File: config.mk
export PLATFORM = sky130hd
export DESIGN_NAME = whsc_queue
export DESIGN_NICKNAME = d
export VERILOG_FILES = /design/src/rtl/whsc_pkg.sv /design/src/rtl/whsc_queue.sv
export SDC_FILE = /design/constraint.sdc
export NUM_CORES = 1
export LEC_CHECK = 0
export CORE_UTILIZATION = 60
export CTS_BUF_LIST = sky130_fd_sc_hd__clkbuf_4
export DETAILED_ROUTE_END_ITERATION = 16
export DONT_BUFFER_PORTS = 1
export GPL_ROUTABILITY_DRIVEN = 0
export PLACE_DENSITY = 0.73
export SLEW_MARGIN = 0
export SYNTH_ARGS = -nofsm -noshare
export SYNTH_HDL_FRONTEND = slang
export SYNTH_SLANG_ARGS = --single-unit
File: constraint.sdc
create_clock -name clk -period 3.5 [get_ports clk]
set_input_delay 0.7 -clock clk [delete_from_list [all_inputs] [get_ports clk]]
set_output_delay 0.7 -clock clk [all_outputs]
set_load 0.03 [all_outputs]
File: src/rtl/whsc_pkg.sv
package whsc_pkg;

	localparam int unsigned CoordW  = 16;
	localparam int unsigned AmountW = 16;
	localparam int unsigned WeightW = 24;
	localparam int unsigned RadiusW = 12;
	localparam int unsigned DenW    = WeightW + 1;
	localparam int unsigned NumW    = CoordW + WeightW + 1;

	localparam logic [RadiusW-1:0] RadiusFloor = 12'd256;
	localparam logic [WeightW-1:0] WeightMax   = 24'hFFFFFF;

	typedef enum logic {
		CFG_MERGE_RADIUS = 1'b0,
		CFG_MIN_AMOUNT   = 1'b1
	} cfg_index_t;

	typedef struct packed {
		logic [CoordW-1:0]  x;
		logic [CoordW-1:0]  z;
		logic [AmountW-1:0] amount;
		logic               last;
		logic               opens;
	} patch_t;

	typedef struct packed {
		logic start;
		logic busy;
	} div_ctrl_t;

endpackage

File: src/rtl/whsc_queue.sv
module whsc_queue
	import whsc_pkg::*;
(
	input  logic               clk,
	input  logic               arst_n,
	input  logic               in_valid,
	output logic               in_ready,
	input  logic [CoordW-1:0]  patch_x,
	input  logic [CoordW-1:0]  patch_z,
	input  logic [AmountW-1:0] patch_amount,
	input  logic               last_patch,
	input  logic [AmountW-1:0] min_amount,
	output logic               q_valid,
	input  logic               q_pop,
	output patch_t             q_head
);

	patch_t     ent_q [2];
	logic       wr_q;
	logic       rd_q;
	logic [1:0] fill_q;
	logic       push;
	patch_t     item;

	assign in_ready = (fill_q != 2'd2);
	assign push     = in_valid && in_ready;
	assign q_valid  = (fill_q != 2'd0);
	assign q_head   = ent_q[rd_q];

	// classify: a patch may open a hotspot only above the minimum amount
	always_comb begin
		item.x      = patch_x;
		item.z      = patch_z;
		item.amount = patch_amount;
		item.last   = last_patch;
		item.opens  = (patch_amount > min_amount);
	end

	always_ff @(posedge clk or negedge arst_n) begin
		if (!arst_n) begin
			wr_q   <= 1'b0;
			rd_q   <= 1'b0;
			fill_q <= '0;
		end else begin
			if (push)
				wr_q <= ~wr_q;
			if (q_pop)
				rd_q <= ~rd_q;
			fill_q <= fill_q + {1'b0, push} - {1'b0, q_pop};
		end
	end

	always_ff @(posedge clk) begin
		if (push)
			ent_q[wr_q] <= item;
	end

endmodule

==> flow_summary.json, run 1 <==
{
  "syn2layout_area_growth_pct": 6.21,
  "synth.largest_area_cell": "edfxtp_1",
  "cts_root_buffer": "clkbuf_4",
  "cp_num_cells": 1,
  "grt_overflow_total": 0,
  "min_from": "q_pop",
  "drtPass1Iterations": 4,
  "worst_pin_slew_ns": 1.18,
  "regArea_um2": 3100,
  "yosys.cell_types.count": 25,
  "grt_max_degree": 52,
  "multi_input_area_um2": 1000,
  "postCtsSetupRepairBufs": 0,
  "grt_pass1_wl_um": 10000,
  "initial_core_util_pct": 62.0,
  "gr-usage-all-layers_pct": 18.9,
  "layout-drive-gt1-share_pct": 30.7,
  "startpoint_type": "flip-flop",
  "design.core.area_um2": 6760,
  "maxSlewHeadroom_pct": 21.5,
  "path_delay_family": "flip-flops",
  "clkLatencyLatePin_ns": 0.45,
  "vias": 1910,
  "fill_cells": 464,
  "cp_cell_sequence": "mux2_2",
  "rsz0062_at_grt": "no",
  "fin_crit_sh_pct": 79.5,
  "cpMaxStageDelayCell": "dfrtp_2",
  "synth_nets": 315,
  "rr_worst_depth": 4,
  "clock.fmax_mhz": 359,
  "post_drt_wl_per_cell_um": 20.7,
  "viasPerCell": 5.95,
  "cts_buffer_depth": 2,
  "cts_buffers": 9,
  "ys_top_cells_by_area": "edfxtp_1 72%, mux2_2 13%, ha_1 5.4%",
  "rrSetupSlack_ns": 1.13,
  "critPathBufInv": 0,
  "fin_nets": 323,
  "htree_levels": 3,
  "critical_path_required_ns": 2.80,
  "status": "finished, final reports clean",
  "maxCapViolations": 0,
  "path_class": "flip-flop to primary output",
  "fp.dieArea_um2": 7320,
  "finalMaxSlewViolations": 0,
  "finalCriticalPeriod_ns": 2.78,
  "hp-class": "primary input to flip-flop",
  "place_hpwl_um": 4590,
  "crit_fanout": 51,
  "powerDensity_nw_per_um2": 843,
  "yosysTopAreaCellShare_pct": 71.6,
  "port_buffers": 0,
  "num_rows": 30,
  "antenna_found_initial": 0,
  "route.detailed.drc": 0,
  "synth_area_um2": 4190,
  "r2r-start": "fill_q[0]",
  "max-vdd-ir-drop_mv": 0.384,
  "cts.sinks": 104,
  "ioPinCount": 121,
  "fp.dieW_um": 85.6,
  "drt_iter0_drc": 77,
  "r2r-end": "ent_q[0][43]",
  "ys_seq_area_share_pct": 74.0,
  "clkSlewWorstSetupHoldPaths_ns": 0.15,
  "ant_nets": 0,
  "cp.arrival_ns": 2.08,
  "finalSetupTns_ns": 0,
  "hold_viol_final": 0,
  "grt_pass1_vias": 1978,
  "synth_seq_cells": 104,
  "syn_inst": 228,
  "finalSetupViolations": 0,
  "cts_tree": "built",
  "slowest_delay_ns": 1.12,
  "n_antenna_cell": 0,
  "power_leakage_uw": 0.00157,
  "cp-end-kind": "primary output",
  "worstSetupStartpoint": "rd_q",
  "worst_hold_slack_ns": 0.325,
  "ys_warn_count": 0,
  "synth.avg_cell_area_um2": 18.4,
  "skew_ns": 0.0136,
  "routed_wl_um": 6650,
  "crit_path_end": "q_head[12]",
  "die_height_um": 85.6
}
==> per-layer routing <==
metal	part of all wire [%]	GRT usage (%)	wire [µm]	vias up
met1	36	19.5	2380	930
li1	-	-	-	882
met2	53	33.3	3550	90
met3	9.3	8.95	620	8
met4	1.5	6.97	97	0
met5	0	0	0	-
==> through the flow <==
| stage | area [µm²] | cells | setup WS, ns | power (µW) | utilization (%) |
|---|---|---|---|---|---|
| after detailed placement | 4290 | 304 | 1.11 | 3160 | 63.5 |
| after global routing | 4450 | 321 | 0.549 | 3910 | 65.9 |
| after floorplan | 4190 | 228 | 0.0975 | 2990 | - |
| after global placement | 4290 | 304 | 1.22 | 3110 | 63.5 |
| final | 4450 | 321 | 0.716 | 3750 | 65.9 |
| after CTS | 4450 | 321 | 0.651 | 3800 | 65.9 |
==> synthesized netlist by cell type <==
cell type and instances:
o21ai_0 2, o31a_1 1, a21o_1 1, xor2_1 1, nand4_1 3, a21oi_1 6
mux2_2 50, or2_2 1, buf_2 5, nor2_1 2, nand2_1 4, a221o_1 1
nor4_2 1, nor2b_1 1, and2_1 1, nand3_1 2, xnor2_1 3, dfrtp_1 4
edfxtp_1 100, inv_1 17, ha_1 18, nand2b_1 1, a21boi_2 1, clkbuf_1 1
and3_1 1
==> cell type report <==
| type | instances | area share, % |
|---|---|---|
| clock buffer | 9 | 1.52 |
| timing repair buffer | 3 | 0.562 |
| tap | 80 | 2.25 |
| multi-input combinational | 101 | 22.6 |
| sequential | 104 | 69.7 |
| clock inverter | 7 | 1.94 |
| inverter | 17 | 1.43 |
==> layout by cell type (no fill, tap or decap), types with 2 or more instances in the layout <==
cell type	n
nand3_1	2
nand4_1	3
buf_4	2
mux2_2	50
a21oi_1	6
edfxtp_1	100
dfrtp_1	3
inv_6	2
ha_1	18
clkbuf_4	9
inv_1	17
xnor2_1	3
nand2_1	4
o21ai_0	2
inv_8	2
==> logic make-up after synthesis <==
logic type,Yosys count,share of synthesized area (%)
AO/OA/AOI/OAI,12,1.85
XOR/XNOR,4,0.836
adder cells (fa/ha/maj),18,5.37
buffers and inverters,23,2.21
flip-flops,104,74.0
multiplexers,50,13.4
AND/OR/NAND/NOR,17,2.27
==> flip-flops by register name (all words and copies together) (netlist names) <==
signal,cells
ent_q,100
fill_q,2
rd_q,1
wr_q,1
==> worst min path at each step <==
| stage | endpoint | slack (ns) | cells after the start |
|---|---|---|---|
| 2_1_floorplan | fill_q[0] | 0.40 | 0 |
| 6_report | rd_q | 0.32 | 1 |
| 4_1_cts | rd_q | 0.29 | 1 |
| 3_3_place_gp | fill_q[1] | 0.40 | 0 |
| 3_5_place_dp | fill_q[1] | 0.40 | 0 |
| 5_1_grt | rd_q | 0.27 | 1 |
==> worst register-to-register path, delay by kind of cell, from the launching register on <==
kind,cells,cell delay (ns)
AND/OR/NAND/NOR,3,1.22
flip-flops,1,0.41
buffers and inverters,1,0.44
==> where the power goes <==
group | total [µW] | internal [µW] | leakage (µW) | switching, µW
registers | 1890 | 1700 | 0.000974 | 182
clock network | 635 | 234 | 0.0000810 | 401
logic | 1230 | 366 | 0.000510 | 867
==> timing repair <==
item                                   in CTS  in global routing
hold buffers                                1                  0
endpoints found under the hold margin       4                  0
gates resized for setup                     0                  0
Note: power is estimated with default switching activity, not from simulation.
==> inputs of run 2 (changes only) <==
Settings changed: CORE_UTILIZATION 60 to 59, PLACE_DENSITY 0.73 to 0.75.
Clock period 3.5 ns to 2.2 ns, I/O delays scaled along.
==> flow_summary.json, run 2 (synthesized netlist as in run 1, its figures left out) <==
{
  "grt_max_degree": 30,
  "cp_cell_sequence": "buf_12 -> mux2_2",
  "critical_path_required_ns": 1.76,
  "fin_nets": 333,
  "num_rows": 30,
  "syn2layout_area_growth_pct": 8.81,
  "powerDensity_nw_per_um2": 1330,
  "antenna_found_initial": 0,
  "routed_wl_um": 6400,
  "max-vdd-ir-drop_mv": 0.582,
  "htree_levels": 3,
  "crit_fanout": 23,
  "port_buffers": 0,
  "clkLatencyLatePin_ns": 0.42,
  "grt_pass1_wl_um": 9560,
  "grt_overflow_total": 0,
  "cts_root_buffer": "clkbuf_4",
  "top_register": "ent_q",
  "hold-path-endpoint": "rd_q",
  "cp-end-kind": "primary output",
  "grt_util_met2_pct": 29.7,
  "cts_buffers": 9,
  "drtPass1Iterations": 4,
  "fp.dieArea_um2": 7450,
  "total_power_uw": 6070,
  "layout-drive-gt1-share_pct": 33.1,
  "slowest_delay_ns": 0.55,
  "final_cell_mix": "100 x edfxtp_1, 50 x mux2_2, 18 x ha_1",
  "fill_cells": 503,
  "finalMaxSlewViolations": 0,
  "rr_worst_depth": 7,
  "route.detailed.drc": 0,
  "maxCapViolations": 0,
  "status": "finished, final reports clean",
  "maxSlewHeadroom_pct": 73.6,
  "finalCriticalPeriod_ns": 2.08,
  "post_drt_wl_per_cell_um": 18.4,
  "cts.sinks": 104,
  "cpMaxStageDelayCell": "dfrtp_4",
  "largest_registers": "ent_q (100), fill_q (2)",
  "cp.arrival_ns": 1.64,
  "final_common_cell": "edfxtp_1",
  "fin_crit_sh_pct": 94.3,
  "use_met3_pct": 6.86,
  "grt_util_met1_pct": 19.9,
  "rrSetupSlack_ns": 0.60,
  "hp-class": "primary input to flip-flop",
  "busiest_layer": "met2",
  "multi_input_area_um2": 1000,
  "vias": 1933,
  "finalSetupTns_ns": 0,
  "cts_tree": "built",
  "fp.dieW_um": 86.3,
  "cts_buffer_depth": 2,
  "min_from": "q_pop",
  "skew_ns": 0.00892,
  "drt_iter0_drc": 38,
  "gr-usage-all-layers_pct": 17.7,
  "r2r-start": "fill_q[0]",
  "die_height_um": 86.3,
  "whs_path_depth": 1,
  "path_class": "flip-flop to primary output",
  "r2r-end": "fill_q[1]",
  "ant_nets": 0,
  "viasPerCell": 5.57,
  "worst_pin_slew_ns": 0.396,
  "n_antenna_cell": 0,
  "grt_pass1_vias": 1933,
  "design.core.area_um2": 6830,
  "startpoint_type": "flip-flop",
  "largest_reg_flops": 100,
  "initial_core_util_pct": 61.4,
  "rsz0062_at_grt": "no",
  "clock.fmax_mhz": 482,
  "ioPinCount": 121,
  "place_hpwl_um": 4460,
  "finalSetupViolations": 0,
  "regArea_um2": 3110,
  "clkSlewWorstSetupHoldPaths_ns": 0.14,
  "hold_viol_final": 0,
  "power_leakage_uw": 0.00162
}
==> run 2: cell count changes in the layout (fill, tap and decap cells not counted), sizes merged <==
cell / change
buf: +10
clkinv: +4
inv: -4
==> run 2: worst max path at each step <==
stage / startpoint / to / slack (ns) / cells past startpoint
floorplan: fill_q[1] / ent_q[0][0] / 0.16 / 3
finish: rd_q / q_head[16] / 0.12 / 2
CTS: rd_q / q_head[14] / 0.02 / 2
detailed placement: min_amount[7] / ent_q[0][0] / 0.29 / 6
global route: rd_q / q_head[14] / 0.04 / 2
global placement: min_amount[7] / ent_q[0][0] / 0.32 / 6
==> run 2: repair_timing <==
item / 4_1_cts / 5_1_grt
hold buffers: 1 / 0
gates cloned: 0 / 0
endpoints found under the setup margin: 22 / 22
gates resized for setup: 1 / 0
hold endpoints to repair: 4 / 0
buffers inserted: 0 / 5
==> run 2: per-layer routing <==
layer  part of all wire [%]  vias up
li1                       -      905
met1                     39      937
met2                     50       79
met3                    8.9       12
met4                    2.1        0
met5                      0        -
==> run 2: final cells by class <==
cell class              instances  area share (%)
repair buffers                 13            2.74
well taps                      96            2.63
inverters                      17            1.40
flip-flops and latches        104            68.1
clock inverters                 7            1.59
multi-input cells             101            22.0
clock buffers                   9            1.48
==> run 2: critical path: cells and delay by family (launching register included) <==
kind | cells | cell delay [ns]
flops | 1 | 0.55
mux | 1 | 0.45
buf+inv | 1 | 0.20
==> run 2: per-stage QoR <==
stage | util, % | area (µm²) | hold WS [ns] | worst slack, ns | std cells
after floorplan | - | 4200 | 0.144 | 0.163 | 228
after global placement | 64.0 | 4370 | 0.144 | 0.321 | 325
final | 66.8 | 4560 | 0.0788 | 0.125 | 347
after global routing | 66.8 | 4560 | 0.0469 | 0.0450 | 347
after detailed placement | 64.0 | 4370 | 0.144 | 0.289 | 325
after CTS | 66.2 | 4520 | 0.0527 | 0.0199 | 342
==> run 2: report_power, final <==
| part | internal, µW | switching, µW |
|---|---|---|
| sequential | 2710 | 140 |
| combinational | 728 | 1570 |
| clock | 347 | 580 |
| total | 3790 | 2290 |
==> inputs of run 3 (changes only) <==
Settings changed: CORE_MARGIN from default to 3, SETUP_SLACK_MARGIN from default to 0.1.
==> flow_summary.json, run 3 (synthesized netlist as in run 1, its figures left out) <==
{
  "path_class": "flip-flop to primary output",
  "rr_worst_depth": 7,
  "finalCriticalPeriod_ns": 1.97,
  "drtPass1Iterations": 6,
  "skew_ns": 0.0140,
  "drt_iter0_drc": 96,
  "design.core.area_um2": 6830,
  "final_common_cell": "edfxtp_1",
  "fp.dieW_um": 90.3,
  "power_leakage_uw": 0.00158,
  "finalMaxSlewViolations": 0,
  "clkLatencyLatePin_ns": 0.42,
  "cts_root_buffer": "clkbuf_4",
  "hold_viol_final": 0,
  "cts_buffers": 9,
  "viasPerCell": 5.63,
  "cts.sinks": 104,
  "largest_reg_flops": 100,
  "ioPinCount": 121,
  "route.detailed.drc": 0,
  "vias": 1924,
  "critical_path_required_ns": 1.76,
  "crit_fanout": 17,
  "layout-drive-gt1-share_pct": 32.1,
  "rsz0062_at_grt": "no",
  "post_drt_wl_per_cell_um": 19.4,
  "cp.arrival_ns": 1.53,
  "grt_pass1_wl_um": 10900,
  "clock.fmax_mhz": 507,
  "fill_cells": 506,
  "place_hpwl_um": 4820,
  "worst_pin_slew_ns": 0.384,
  "min_from": "q_pop",
  "clkSlewWorstSetupHoldPaths_ns": 0.14,
  "syn2layout_area_growth_pct": 7.10,
  "r2r-end": "fill_q[1]",
  "grt_pass1_vias": 2049,
  "grt_max_degree": 35,
  "max-vdd-ir-drop_mv": 0.674,
  "gr-usage-all-layers_pct": 17.3,
  "die_height_um": 90.3,
  "status": "finished, final reports clean",
  "maxCapViolations": 0,
  "maxSlewHeadroom_pct": 74.4,
  "num_rows": 30,
  "place_area_um2": 4360,
  "hp-class": "primary input to flip-flop",
  "ant_nets": 0,
  "cp-end-kind": "primary output",
  "n_antenna_cell": 0,
  "port_buffers": 0,
  "finalSetupTns_ns": 0,
  "fin_area_um2": 4490,
  "hold-path-endpoint": "rd_q",
  "cts_tree": "built",
  "powerDensity_nw_per_um2": 1310,
  "fp.dieArea_um2": 8150,
  "largest_registers": "ent_q (100), fill_q (2)",
  "final_cell_mix": "100 x edfxtp_1, 50 x mux2_2, 18 x ha_1",
  "cts_buffer_depth": 2,
  "rrSetupSlack_ns": 0.59,
  "initial_core_util_pct": 61.4,
  "fin_nets": 328,
  "startpoint_type": "flip-flop",
  "finalSetupViolations": 0,
  "grt_overflow_total": 0,
  "antenna_found_initial": 0,
  "whs_path_depth": 1,
  "htree_levels": 3,
  "routed_wl_um": 6650,
  "top_register": "ent_q",
  "fin_crit_sh_pct": 89.7,
  "r2r-start": "fill_q[1]"
}
## run 3: worst max path at each step
stage | startpoint | endpoint | cells past startpoint
6_report | rd_q | q_head[36] | 2
5_1_grt | rd_q | q_head[36] | 2
4_1_cts | rd_q | q_head[36] | 2
3_5_place_dp | min_amount[7] | ent_q[1][0] | 6
3_3_place_gp | min_amount[7] | ent_q[0][0] | 6
2_1_floorplan | fill_q[1] | ent_q[0][0] | 3
## run 3: area by class of cell
class | instances | area, µm² | area share (%)
Clock inverter | 7 | 53.8 | 1.20
Inverter | 17 | 63.8 | 1.42
Sequential cell | 104 | 3100 | 69.1
Tap cell | 96 | 120 | 2.68
Clock buffer | 9 | 67.6 | 1.51
Multi-Input combinational cell | 101 | 1000 | 22.4
Timing Repair Buffer | 8 | 75.1 | 1.67
## run 3: repair_timing
item / in CTS / in global routing
setup buffers: 0 / 0
hold buffers: 1 / 0
hold endpoints to repair: 4 / 0
resized for setup: 0 / 0
## run 3: power by group
group          leakage [µW]  total [µW]  switching, µW  internal (µW)
combinational      0.000539        2230           1580            650
sequential         0.000974        2820            113           2710
clock             0.0000711         847            601            246
total               0.00158        5900           2290           3600
## run 3: per-stage QoR
step | setup WS, ns | total power [µW] | hold slack [ns] | utilization (%) | cells
floorplan | 0.163 | 4750 | 0.144 | - | 228
global placement | 0.323 | 5100 | 0.145 | 63.8 | 325
detailed placement | 0.302 | 5140 | 0.145 | 63.8 | 325
CTS | 0.177 | 5970 | 0.0480 | 65.7 | 342
global route | 0.118 | 6200 | 0.0320 | 65.7 | 342
finish | 0.226 | 5900 | 0.0865 | 65.7 | 342
## run 3: routing by layer
layer | wire length [µm] | share of wire [%] | vias to the layer above | global-route usage [%]
li1 | - | - | 894 | -
met3 | 666 | 10 | 2 | 8.17
met4 | 29 | 0.44 | 0 | 5.36
met5 | 0 | 0 | - | 0
met1 | 2500 | 38 | 951 | 19.9
met2 | 3450 | 52 | 77 | 29.1
## run 3: worst max-delay path, stage by stage (launching register included)
cell,delay [ns]
dfrtp_2,0.41
buf_4,0.25
mux2_2,0.46
